--- src/hw/rtl/psl_pkg.sv ---
// Shared types, token codes and keyword table for the Pascal subset lexer.
package psl_pkg;

  localparam int LEN_WIDTH_DEF   = 16;
  localparam int POS_WIDTH_DEF   = 32;
  localparam int QUEUE_DEPTH_DEF = 4;
  localparam int MAX_TOKENS      = 3;
  localparam int KW_COUNT        = 25;

  localparam logic [5:0] T_SEMI   = 6'd5;
  localparam logic [5:0] T_COMMA  = 6'd6;
  localparam logic [5:0] T_COLON  = 6'd7;
  localparam logic [5:0] T_LBRACK = 6'd16;
  localparam logic [5:0] T_RBRACK = 6'd17;
  localparam logic [5:0] T_LPAREN = 6'd20;
  localparam logic [5:0] T_RPAREN = 6'd21;
  localparam logic [5:0] T_ASSIGN = 6'd29;
  localparam logic [5:0] T_CMP    = 6'd35;
  localparam logic [5:0] T_MATH   = 6'd36;
  localparam logic [5:0] T_DOT    = 6'd37;
  localparam logic [5:0] T_IDENT  = 6'd38;
  localparam logic [5:0] T_NUMBER = 6'd39;
  localparam logic [5:0] T_STRING = 6'd40;
  localparam logic [5:0] T_ERROR  = 6'd41;

  typedef struct packed {
    logic [7:0] char_code;
    logic       end_of_source;
  } in_item_t;

  typedef struct packed {
    logic [5:0]  token_type;
    logic [31:0] token_start;
    logic [15:0] token_length;
    logic        last_of_run;
  } out_item_t;

  typedef struct packed {
    logic [5:0]  token_type;
    logic [31:0] token_start;
    logic [15:0] token_length;
  } tok_t;

  // All tokens caused by one input item, oldest in slot 0.
  typedef struct packed {
    logic [1:0]            cnt;
    tok_t [MAX_TOKENS-1:0] recs;
  } bundle_t;

  // Keywords are left-justified, first character in the top byte.
  localparam logic [71:0] KW_TEXT [KW_COUNT] = '{
    {"begin", 32'd0}, {"end", 48'd0}, {"const", 32'd0}, {"type", 40'd0},
    {"var", 48'd0}, {"integer", 16'd0}, {"real", 40'd0}, {"char", 40'd0},
    {"boolean", 16'd0}, {"array", 32'd0}, {"record", 24'd0}, {"of", 56'd0},
    {"function", 8'd0}, "procedure", {"while", 32'd0},
    {"do", 56'd0}, {"if", 56'd0}, {"then", 40'd0}, {"for", 48'd0},
    {"write", 32'd0}, {"read", 40'd0}, {"to", 56'd0}, {"else", 40'd0},
    {"false", 32'd0}, {"true", 40'd0}
  };
  localparam logic [3:0] KW_LEN [KW_COUNT] = '{
    4'd5, 4'd3, 4'd5, 4'd4, 4'd3, 4'd7, 4'd4, 4'd4, 4'd7, 4'd5, 4'd6, 4'd2,
    4'd8, 4'd9, 4'd5, 4'd2, 4'd2, 4'd4, 4'd3, 4'd5, 4'd4, 4'd2, 4'd4, 4'd5, 4'd4
  };
  localparam logic [5:0] KW_CODE [KW_COUNT] = '{
    6'd0, 6'd1, 6'd2, 6'd3, 6'd8, 6'd9, 6'd10, 6'd11, 6'd12, 6'd13, 6'd14, 6'd15,
    6'd18, 6'd19, 6'd22, 6'd23, 6'd24, 6'd25, 6'd26, 6'd27, 6'd28, 6'd30, 6'd31,
    6'd32, 6'd33
  };

  // Bytes past the identifier's length are zero, so a full compare is exact.
  function automatic logic [5:0] kw_lookup(input logic [71:0] pre, input logic [3:0] len);
    logic [5:0] code;
    code = T_IDENT;
    for (int i = 0; i < KW_COUNT; i++) begin
      if (len == KW_LEN[i] && pre == KW_TEXT[i]) code = KW_CODE[i];
    end
    return code;
  endfunction

endpackage

--- src/hw/rtl/pascal_subset_lexer.sv ---
// Top level of the Pascal subset lexer: front end feeding the result queue.
//
// Input channel: one source byte per item with an end-of-source flag. An item
// is accepted when in_push is high and in_full is low; the block takes one
// item per cycle while the result queue has room.
// Result channel: token records in source order. While out_empty is low the
// oldest record is on out_item; out_pop takes it. last_of_run marks the final
// record caused by one input byte.
// Records caused by a byte enter the bundle queue when the byte is accepted
// and reach out_item once older records are taken. Throughput: one byte per
// cycle in while the queue has room, one record per cycle out while out_pop
// is high; a byte makes zero to two records, each taken by its own pop. The
// front end classifies the byte combinationally against its state registers
// and the keyword table; a QUEUE_DEPTH-entry bundle queue separates it from
// the output side. When the receiver stalls, the queue fills and in_full
// rises; no record is lost. Reset (rst_n low, synchronous) empties the queue
// and returns the lexer to idle with position zero.
module pascal_subset_lexer import psl_pkg::*; #(
  parameter int LEN_WIDTH   = LEN_WIDTH_DEF,
  parameter int POS_WIDTH   = POS_WIDTH_DEF,
  parameter int QUEUE_DEPTH = QUEUE_DEPTH_DEF
) (
  input  logic      clk,
  input  logic      rst_n,
  input  logic      in_push,
  output logic      in_full,
  input  in_item_t  in_item,
  output logic      out_empty,
  input  logic      out_pop,
  output out_item_t out_item
);

  bundle_t bundle;
  logic    accept;

  assign accept = in_push && !in_full;

  psl_front #(.LEN_WIDTH(LEN_WIDTH), .POS_WIDTH(POS_WIDTH)) u_front (
    .clk    (clk),
    .rst_n  (rst_n),
    .accept (accept),
    .item   (in_item),
    .bundle (bundle)
  );

  psl_back #(.QUEUE_DEPTH(QUEUE_DEPTH)) u_back (
    .clk    (clk),
    .rst_n  (rst_n),
    .push   (accept),
    .bundle (bundle),
    .full   (in_full),
    .empty  (out_empty),
    .pop    (out_pop),
    .item   (out_item)
  );

endmodule

--- src/hw/rtl/psl_front.sv ---
// Lexer front end: classifies one byte per item and builds its token bundle.
module psl_front import psl_pkg::*; #(
  parameter int LEN_WIDTH = LEN_WIDTH_DEF,
  parameter int POS_WIDTH = POS_WIDTH_DEF
) (
  input  logic     clk,
  input  logic     rst_n,
  input  logic     accept,
  input  in_item_t item,
  output bundle_t  bundle
);

  typedef enum logic [4:0] {
    M_IDLE   = 5'b00001,
    M_IDENT  = 5'b00010,
    M_NUMBER = 5'b00100,
    M_STRING = 5'b01000,
    M_PENDOP = 5'b10000
  } mode_t;

  mode_t                mode_r, mode_nxt;
  logic [0:8][7:0]      pre_r, pre_nxt;
  logic [LEN_WIDTH-1:0] len_r, len_nxt;
  logic [POS_WIDTH-1:0] start_r, start_nxt;
  logic [POS_WIDTH-1:0] pos_r;
  logic                 dot_r, dot_nxt;
  logic [7:0]           pend_r, pend_nxt;

  function automatic tok_t mk(input logic [5:0] t, input logic [POS_WIDTH-1:0] s,
                              input logic [LEN_WIDTH-1:0] l);
    tok_t        r;
    logic [63:0] s64;
    logic [63:0] l64;
    s64 = 64'(s);
    l64 = 64'(l);
    r.token_type   = t;
    r.token_start  = s64[31:0];
    r.token_length = l64[15:0];
    return r;
  endfunction

  logic [7:0]           c;
  logic                 is_letter, is_digit, is_space, is_quote;
  logic                 fresh;
  logic [1:0]           n;
  tok_t [MAX_TOKENS-1:0] recs;
  logic [5:0]           t1;
  logic [LEN_WIDTH-1:0] one_len, two_len;

  assign c         = item.char_code;
  assign is_letter = (c inside {[8'h61:8'h7a], [8'h41:8'h5a]});
  assign is_digit  = (c inside {[8'h30:8'h39]});
  assign is_space  = (c == 8'h20) || (c inside {[8'd9:8'd13]});
  assign is_quote  = (c == 8'h27) || (c == 8'h22);
  assign one_len   = LEN_WIDTH'(1);
  assign two_len   = LEN_WIDTH'(2);

  always_comb begin
    mode_nxt  = mode_r;
    pre_nxt   = pre_r;
    len_nxt   = len_r;
    start_nxt = start_r;
    dot_nxt   = dot_r;
    pend_nxt  = pend_r;
    n         = 2'd0;
    recs      = '0;
    fresh     = 1'b0;
    t1        = T_ERROR;

    case (mode_r)
      M_PENDOP: begin
        if (c == "=") begin
          recs[n] = mk((pend_r == ":") ? T_ASSIGN : T_CMP, start_r, two_len);
          n = n + 2'd1;
          mode_nxt = M_IDLE;
          pend_nxt = '0;
        end else begin
          recs[n] = mk((pend_r == ":") ? T_COLON :
                       ((pend_r == "<" || pend_r == ">" || pend_r == "=") ? T_CMP : T_ERROR),
                       start_r, one_len);
          n = n + 2'd1;
          mode_nxt = M_IDLE;
          dot_nxt  = 1'b0;
          pend_nxt = '0;
          fresh    = 1'b1;
        end
      end
      M_IDENT: begin
        if (is_letter || is_digit) begin
          if (len_r < LEN_WIDTH'(9)) pre_nxt[len_r[3:0]] = c;
          if (len_r != '1) len_nxt = len_r + one_len;
        end else begin
          recs[n] = mk((len_r > LEN_WIDTH'(9)) ? T_IDENT : kw_lookup(pre_r, len_r[3:0]),
                       start_r, len_r);
          n = n + 2'd1;
          mode_nxt = M_IDLE;
          dot_nxt  = 1'b0;
          pend_nxt = '0;
          fresh    = 1'b1;
        end
      end
      M_NUMBER: begin
        if (is_digit) begin
          if (len_r != '1) len_nxt = len_r + one_len;
        end else if (c == ".") begin
          if (!dot_r) begin
            if (len_r != '1) len_nxt = len_r + one_len;
            dot_nxt = 1'b1;
          end else begin
            // Second dot: number so far is an error, the dot is a period.
            recs[n] = mk(T_ERROR, start_r, len_r);
            n = n + 2'd1;
            recs[n] = mk(T_DOT, pos_r, one_len);
            n = n + 2'd1;
            mode_nxt = M_IDLE;
            dot_nxt  = 1'b0;
          end
        end else begin
          recs[n] = mk(T_NUMBER, start_r, len_r);
          n = n + 2'd1;
          mode_nxt = M_IDLE;
          dot_nxt  = 1'b0;
          pend_nxt = '0;
          fresh    = 1'b1;
        end
      end
      M_STRING: begin
        if (len_r != '1) len_nxt = len_r + one_len;
        if (is_quote) begin
          recs[n] = mk(T_STRING, start_r, len_nxt);
          n = n + 2'd1;
          mode_nxt = M_IDLE;
        end
      end
      default: begin
        mode_nxt = M_IDLE;
        fresh    = 1'b1;
      end
    endcase

    if (fresh && !is_space) begin
      if (is_letter || is_digit || is_quote ||
          c == ":" || c == "<" || c == ">" || c == "!" || c == "=") begin
        start_nxt = pos_r;
        len_nxt   = one_len;
        dot_nxt   = 1'b0;
        if (is_letter) begin
          mode_nxt   = M_IDENT;
          pre_nxt    = '0;
          pre_nxt[0] = c;
        end else if (is_digit) begin
          mode_nxt = M_NUMBER;
        end else if (is_quote) begin
          mode_nxt = M_STRING;
        end else begin
          mode_nxt = M_PENDOP;
          pend_nxt = c;
        end
      end else begin
        case (c)
          ";":     t1 = T_SEMI;
          ",":     t1 = T_COMMA;
          "(":     t1 = T_LPAREN;
          ")":     t1 = T_RPAREN;
          "[":     t1 = T_LBRACK;
          "]":     t1 = T_RBRACK;
          ".":     t1 = T_DOT;
          "+", "-", "*", "/": t1 = T_MATH;
          default: t1 = T_ERROR;
        endcase
        recs[n] = mk(t1, pos_r, one_len);
        n = n + 2'd1;
      end
    end

    if (item.end_of_source) begin
      case (mode_nxt)
        M_IDENT: begin
          recs[n] = mk((len_nxt > LEN_WIDTH'(9)) ? T_IDENT :
                       kw_lookup(pre_nxt, len_nxt[3:0]), start_nxt, len_nxt);
          n = n + 2'd1;
        end
        M_NUMBER: begin
          recs[n] = mk(T_NUMBER, start_nxt, len_nxt);
          n = n + 2'd1;
        end
        M_STRING: begin
          recs[n] = mk(T_STRING, start_nxt, len_nxt);
          n = n + 2'd1;
        end
        M_PENDOP: begin
          recs[n] = mk((pend_nxt == ":") ? T_COLON :
                       ((pend_nxt == "<" || pend_nxt == ">" || pend_nxt == "=") ?
                        T_CMP : T_ERROR), start_nxt, one_len);
          n = n + 2'd1;
        end
        default: ;
      endcase
      mode_nxt = M_IDLE;
      dot_nxt  = 1'b0;
      pend_nxt = '0;
    end

    bundle.cnt  = n;
    bundle.recs = recs;
  end

  always_ff @(posedge clk) begin
    if (!rst_n) begin
      mode_r  <= M_IDLE;
      pre_r   <= '0;
      len_r   <= '0;
      start_r <= '0;
      pos_r   <= '0;
      dot_r   <= 1'b0;
      pend_r  <= '0;
    end else if (accept) begin
      mode_r  <= mode_nxt;
      pre_r   <= pre_nxt;
      len_r   <= len_nxt;
      start_r <= start_nxt;
      pos_r   <= pos_r + POS_WIDTH'(1);
      dot_r   <= dot_nxt;
      pend_r  <= pend_nxt;
    end
  end

endmodule

--- src/hw/rtl/psl_back.sv ---
// Lexer back end: bundle queue and one-token-per-cycle result delivery while pop is high.
module psl_back import psl_pkg::*; #(
  parameter int QUEUE_DEPTH = QUEUE_DEPTH_DEF
) (
  input  logic      clk,
  input  logic      rst_n,
  input  logic      push,
  input  bundle_t   bundle,
  output logic      full,
  output logic      empty,
  input  logic      pop,
  output out_item_t item
);

  localparam int PW = (QUEUE_DEPTH > 1) ? $clog2(QUEUE_DEPTH) : 1;
  localparam int CW = $clog2(QUEUE_DEPTH + 1);

  bundle_t       mem_r [QUEUE_DEPTH];
  logic [PW-1:0] wp_r, rp_r;
  logic [CW-1:0] cnt_r, cnt_nxt;
  logic [1:0]    slot_r;
  bundle_t       head;
  logic          do_push, do_pop, last;

  assign full    = (cnt_r == CW'(QUEUE_DEPTH));
  assign empty   = (cnt_r == '0);
  assign head    = mem_r[rp_r];
  assign last    = (slot_r == head.cnt - 2'd1);
  assign do_push = push && (bundle.cnt != 2'd0);
  assign do_pop  = pop && !empty && last;

  assign item.token_type   = head.recs[slot_r].token_type;
  assign item.token_start  = head.recs[slot_r].token_start;
  assign item.token_length = head.recs[slot_r].token_length;
  assign item.last_of_run  = last;

  always_comb begin
    cnt_nxt = cnt_r;
    if (do_push && !do_pop) cnt_nxt = cnt_r + CW'(1);
    else if (!do_push && do_pop) cnt_nxt = cnt_r - CW'(1);
  end

  always_ff @(posedge clk) begin
    if (do_push) mem_r[wp_r] <= bundle;
  end

  always_ff @(posedge clk) begin
    if (!rst_n) begin
      wp_r   <= '0;
      rp_r   <= '0;
      cnt_r  <= '0;
      slot_r <= '0;
    end else begin
      cnt_r <= cnt_nxt;
      if (do_push) wp_r <= (wp_r == PW'(QUEUE_DEPTH - 1)) ? '0 : wp_r + PW'(1);
      if (pop && !empty) begin
        if (last) begin
          slot_r <= '0;
          rp_r   <= (rp_r == PW'(QUEUE_DEPTH - 1)) ? '0 : rp_r + PW'(1);
        end else begin
          slot_r <= slot_r + 2'd1;
        end
      end
    end
  end

`ifndef SYNTHESIS
  a_cnt_bound: assert property (@(posedge clk) disable iff (!rst_n)
    cnt_r <= CW'(QUEUE_DEPTH)) else $error("queue count beyond depth");
  a_slot_in_head: assert property (@(posedge clk) disable iff (!rst_n)
    !empty |-> (slot_r < head.cnt)) else $error("slot beyond head bundle");
  a_slot_zero_idle: assert property (@(posedge clk) disable iff (!rst_n)
    empty |-> (slot_r == 2'd0)) else $error("slot not cleared on empty queue");
  a_no_push_full: assert property (@(posedge clk) disable iff (!rst_n)
    (full && !do_pop) |=> (wp_r == $past(wp_r))) else $error("write while full");
`endif

endmodule
--- config.mk ---
export PLATFORM = sky130hd
export DESIGN_NAME = pascal_subset_lexer
export DESIGN_NICKNAME = d
export VERILOG_FILES = /design/src/hw/rtl/psl_pkg.sv /design/src/hw/rtl/pascal_subset_lexer.sv /design/src/hw/rtl/psl_front.sv /design/src/hw/rtl/psl_back.sv
export SDC_FILE = /design/constraint.sdc
export NUM_CORES = 2
export LEC_CHECK = 0
export BUFFER_PORTS_ARGS = -buffer_cell sky130_fd_sc_hd__buf_2
export CAP_MARGIN = 0
export CORE_ASPECT_RATIO = 1.2
export CORE_UTILIZATION = 25
export CTS_BUF_LIST = sky130_fd_sc_hd__clkbuf_16
export CTS_CLUSTER_DIAMETER = 60
export DETAILED_ROUTE_END_ITERATION = 10
export PLACE_DENSITY = 0.38
export SETUP_SLACK_MARGIN = 0.4
export SYNTH_ARGS = -nofsm -noshare
export SYNTH_HDL_FRONTEND = slang
export SYNTH_HIERARCHICAL = 1
export SYNTH_SLANG_ARGS = --single-unit
--- constraint.sdc ---
create_clock -name clk -period 23 [get_ports clk]
set_input_delay 1.15 -clock clk [delete_from_list [all_inputs] [get_ports clk]]
set_output_delay 1.15 -clock clk [all_outputs]
set_load 0.005 [all_outputs]
After elaboration in Yosys (flattened, before gate mapping)
Memories as Yosys holds them, arrays and structs flattened. A register that Yosys moved wholly into a read port is not among the register bits.
Cells that the tools add are included.
Widths: inputs -> output; s select.
{"block": "classes", "n_reduce_logical": 89, "add_sub_neg": 10, "order_cmp": 18, "muxes": 160, "bitwise": 1, "eq_ne": 106}
{"cell": "$eq 72x71->1 const B", "count": 50}
{"cell": "$bwmux 162", "count": 5}
{"cell": "$pmux 162 s4", "count": 1}
{"cell": "$mux 162", "count": 3}
{"cell": "$mux 54", "count": 9}
{"cell": "$mux 72", "count": 6}
{"cell": "$mux 6", "count": 59}
{"cell": "$demux 54 s2", "count": 2}
{"cell": "$mux 108", "count": 2}
{"cell": "$pmux 54 s4", "count": 1}
{"cell": "$eq 8x6->1 const B", "count": 25}
{"cell": "$mux 16", "count": 7}
{"cell": "$bmux 54 s2", "count": 1}
{"cell": "$mux 8", "count": 10}
{"cell": "$bwmux 72", "count": 1}
{"cell": "$logic_and 1x1->1", "count": 64}
{"cell": "$mux 32", "count": 2}
{"cell": "$mux 5", "count": 11}
{"cell": "$pmux 16 s3", "count": 1}
{"cell": "$pmux 6 s8", "count": 1}
{"cell": "$add 32x1->32 const B", "count": 1}
{"cell": "$demux 8 s4", "count": 1}
{"cell": "$eq 4x3->1 const B", "count": 8}
{"cell": "$gt 16x4->1 const B", "count": 2}
{"cell": "43 further kinds", "count": 111}
{"block": "word_totals", "wordCells": 404, "input_bits": 13, "ramBits": 656, "out_inout_bits": 57, "n_memories": 1, "reg_bits": 175}
{"name": "u_back.mem_r", "words": 4, "width": 164, "rd": 1, "rd_ports_with_merged_regs": 1, "write_ports": 1, "line": "psl_back.sv:18", "source": "bundle_t mem_r [QUEUE_DEPTH];"}

Longest topological paths before layout
{"block": "depth", "depth_word": 45, "ltp_mapped": 19, "ltp_nobuf": 16}

Hierarchy
Netlist, hierarchy kept.
{"mod": "psl_back", "instances": 1, "area_each_um2": 25348.1, "cells_per_inst": 1109, "seq_area_each_um2": 19919.1}
{"mod": "psl_front", "instances": 1, "area_each_um2": 15433.6, "cells_per_inst": 2226, "seq_area_each_um2": 3323.2}
{"mod": "pascal_subset_lexer", "instances": 1, "area_each_um2": 13.8, "cells_per_inst": 1, "seq_area_each_um2": 0.0}

Worst setup path before layout
OpenSTA, ideal clock, no wires.
{"block": "synth_timing", "path_type": "input-to-reg", "from": "input in_item[5] (netlist name)", "to": "memory u_back/mem_r[0][0] (netlist name) (enable)", "n_path_buf": 2, "slack_ns": 14.340, "arrival_time_ns": 8.117, "stages": 12, "required_ns": 22.456, "setup_time_ns": 0.544, "cell_sequence": "or4b_1 buf_2 nor4b_1 and2_0 clkbuf_1 nor4_1 ha_1 a21oi_1 ha_1 o21ai_0 o21a_1 and2_1"}
{"item": "start: declaration", "line": "pascal_subset_lexer.sv:27", "source": "input in_item_t in_item,"}
{"item": "end: declaration", "line": "psl_back.sv:18"}

==> summary.md <==
| Metric | Value |
|---|---|
| Status | completed |
| Clk pin slew, worst setup/hold paths | 0.06 ns |
| # Max-Cap Violations | 0 |
| Worst R2R Path Depth | 12 |
| Initial antenna violation count | 3 |
| Data required, critical path | 23.30 ns |
| Die Wd | 371 um |
| Post-synth EDFFs | 656 |
| Worst-path maximum fanout | 60 |
| Clk_skew | 0.0382 ns |
| Net Count, Synth | roughly 3400 |
| End of the worst hold path | u_front/pend_r[4] |
| Register bit total from synthesis | approximately 830 |
| Setup TNS | 0 ns |
| Io pins | 70 |
| Maximum clock path buffer count | 3 |
| Crit. Startpoint | in_item[3] |
| Final RePlAce weighted congestion | 0.975 |
| Post-CTS setup buffers | 0 |
| CP startpoint kind | input port |
| Slew Limit Fails | 0 |
| Pleak | 14.2 nW |
| Synth Area per Inst | 12.2 um^2 |
| Final WL | 143000 um |
| Worst-skew pair later-pin latency | 0.72 ns |
| RSZ-0062 raised after global routing | no |
| PostCTS Resize Cnt | 0 |
| Diodes inserted | 0 |
| Initial Util | 0.252 |
| Core area | 162000 um^2 |
| Primary FF master, synth | edfxtp_1 |
| Max-slew headroom | 0.0765 |
| Final number of setup-violating endpoints | 0 |
| Fin crit period | 7.37 ns |
| Drt pass-1 iters | 6 |
| GRT overflow | 0 |
| Hold depth | 2 |
| Worst EP arrival | ~7.7 ns |
| Top post-synthesis cells by count | edfxtp_1 (656), nand2_1 (378), nor2_1 (234) |
| Synth area leaders | edfxtp_1 (48%), mux4_2 (9.1%), dfxtp_1 (8.7%), nand2_1 (3.5%), mux2i_1 (2.8%) |
| H-tree Lvls | 3 |
| Final nets | 3377 |
| DP HPWL | between 90000 and 100000 um |
| R2r endpoint | u_back/mem_r[3][116] |
| Sink Count | 833 |
| CTS tree | yes |
| First-pass GRT wire length | around 210000 um |
| Number of hold buffers added after CTS | 0 |
| Die area | 165000 um^2 |
| Root Buffer | clkbuf_16 |
| DR iter-0 viols | 2088 |
| Vias after detailed routing | 28400 |
| Die span in y | 445 um |
| Critical Setup Path Class | in -> reg |
| Slowest CP cell | buf_4 |
| Critical path capture point type | register |
| Ratio of cells with drive above 1 in the final layout | 0.156 |
| Max stage delay on crit path | 0.89 ns |
| Synth top area share | 0.483 |
| R2R Setup Slk | 16.20 ns |
| FMAX | 136 MHz |
| Worst-Margin Slew | about 1.4 ns |
| DRC errors left | 0 |
| Yosys warnings | 6 |
| Most common cell on crit path | buf_4 |
| TritonCTS buffer count | 98 |
| Number of global-route vias before repair | a little under 30000 |
| Synth unique cells | 111 |
| Final period utilization | 0.320 |
| Post-synthesis instance area | roughly 41000 um^2 |
| Post-synth ARST share | 0 |
| Vias/cell | just over 5 |
| Hold Path Class | reg -> reg |
| Min Hold Slack | 0.470 ns |
| R2r startpoint | u_front/mode_r[1] |
| Leading area contributor after synthesis | edfxtp_1 |
| Worst vdd ir | 0.0553 mV |
| Avg WL per Cell | 25.7 um |
| Pwr per Cell Area | 82.8 nW/um^2 |
| DRT antenna net count | 0 |
| P&R area growth vs syn | 14.1% |
| Cells after synthesis | between 3000 and 4000 |
| Largest net degree at the start of global routing | 88 |
| Standard-cell rows | 162 |
| Count leader, synth | edfxtp_1 |
| Hold path start | u_front/pend_r[4] |
| Fin. Hold Viols | 0 |
| Crit-path cells | buf_2, or4_4, o221ai_4, nand3_1, nand2_1, nor3b_1, a21oi_1, ha_1, o21ai_0, o21a_1, and2_4, buf_4, buf_4 |
| GRT Overall Usage | 0.171 |
| Sequential element share of the synthesized area | 0.570 |
| PortBufs | 69 |
[cell families after synthesis]
family | Yosys count | share of synthesized area
and+or+nand+nor | 1289 | 0.163
buffers and inverters | 253 | 0.0266
adders and majority gates | 19 | 0.00601
AOI/OAI and AO/OA | 601 | 0.100
muxes | 302 | 0.126
xor gates and xnor gates | 39 | 0.00883
DFF | 833 | 0.570
[stage by stage]
step,area (um^2),instances,utilization,power (mW),setup WS (ns)
after detailed placement,43500,5377,0.268,2.43,14.90
final,46600,5559,0.287,3.85,15.63
after floorplan,40800,3336,-,2.17,14.34
after global placement,43500,5377,0.268,2.43,14.97
after global routing,46600,5559,0.287,4.03,15.11
after CTS,46600,5559,0.287,3.94,15.66
[cells in the final DEF (no fill, tap or decap), drive strengths merged, types with 19 or more instances in the layout]
cell and instances:
buf 134, nor3 88, clkinv 44, nand2 378
and3 36, clkbuf 100, a21boi 53, nor2 235
inv 59, nand4 58, or3 26, nor4 64
edfxtp 656, mux2i 119, xnor2 26, a22o 66
dfxtp 177, o22ai 30, a21oi 126, nand3 110
a31oi 21, mux4 164, nand2b 28, mux2 19
and2 52, nor2b 99, o21ai 170
[metal layers]
layer | up-vias | share of wire | track usage
met3 | 288 | 0.043 | 0.0241
met5 | - | 0.000091 | 0
met4 | 2 | 0.046 | 0.0819
met2 | 790 | 0.49 | 0.294
li1 | 12900 | - | -
met1 | 14400 | 0.42 | 0.210
[state kept, by name, indices dropped and copies added, names as in the netlist, 3 cells and up, named ones only]
signal           flops
u_front/pre_r       72
u_front/pos_r       32
u_back/cnt_r         3
u_front/len_r       16
u_front/start_r     32
u_front/mode_r       5
u_back/mem_r       656
u_front/pend_r       8
[layout make-up]
class / instances / area, um^2
Fill cell: 16800 / 116000
Sequential cell: 833 / 23300
Multi-Input combinational cell: 2250 / 16600
Tap cell: 2132 / 2670
Clock buffer: 100 / 2500
Timing Repair Buffer: 134 / 848
Clock inverter: 82 / 586
Inverter: 28 / 105
[where the power goes]
part	total, mW	leakage (nW)	switching [mW]	internal (mW)
Sequential	1.76	7.41	0.0439	1.72
Clock	1.49	1.60	0.650	0.839
Combinational	0.601	5.16	0.370	0.231
Total	3.85	14.2	1.06	2.79
[worst max-delay path, delay by kind of cell]
family / cells / cell delay [ns]
buffers and inverters: 3 / 1.81
AND/OR/NAND/NOR: 5 / 2.28
adder cells (fa/ha/maj): 1 / 0.35
AO/OA/AOI/OAI: 4 / 1.89
[worst max-delay path by stage]
| stage | end | slack, ns | cells after the start |
|---|---|---|---|
| finish | u_back/mem_r[3][116] | 15.63 | 13 |
| global route | u_back/mem_r[3][116] | 15.11 | 13 |
| CTS | u_back/mem_r[3][116] | 15.66 | 13 |
| detailed placement | u_back/mem_r[3][116] | 14.90 | 13 |
| global placement | u_back/mem_r[3][8] | 14.97 | 13 |
| floorplan | u_back/mem_r[0][0] | 14.34 | 12 |
No activity file was read; power rests on OpenSTA's default activity.
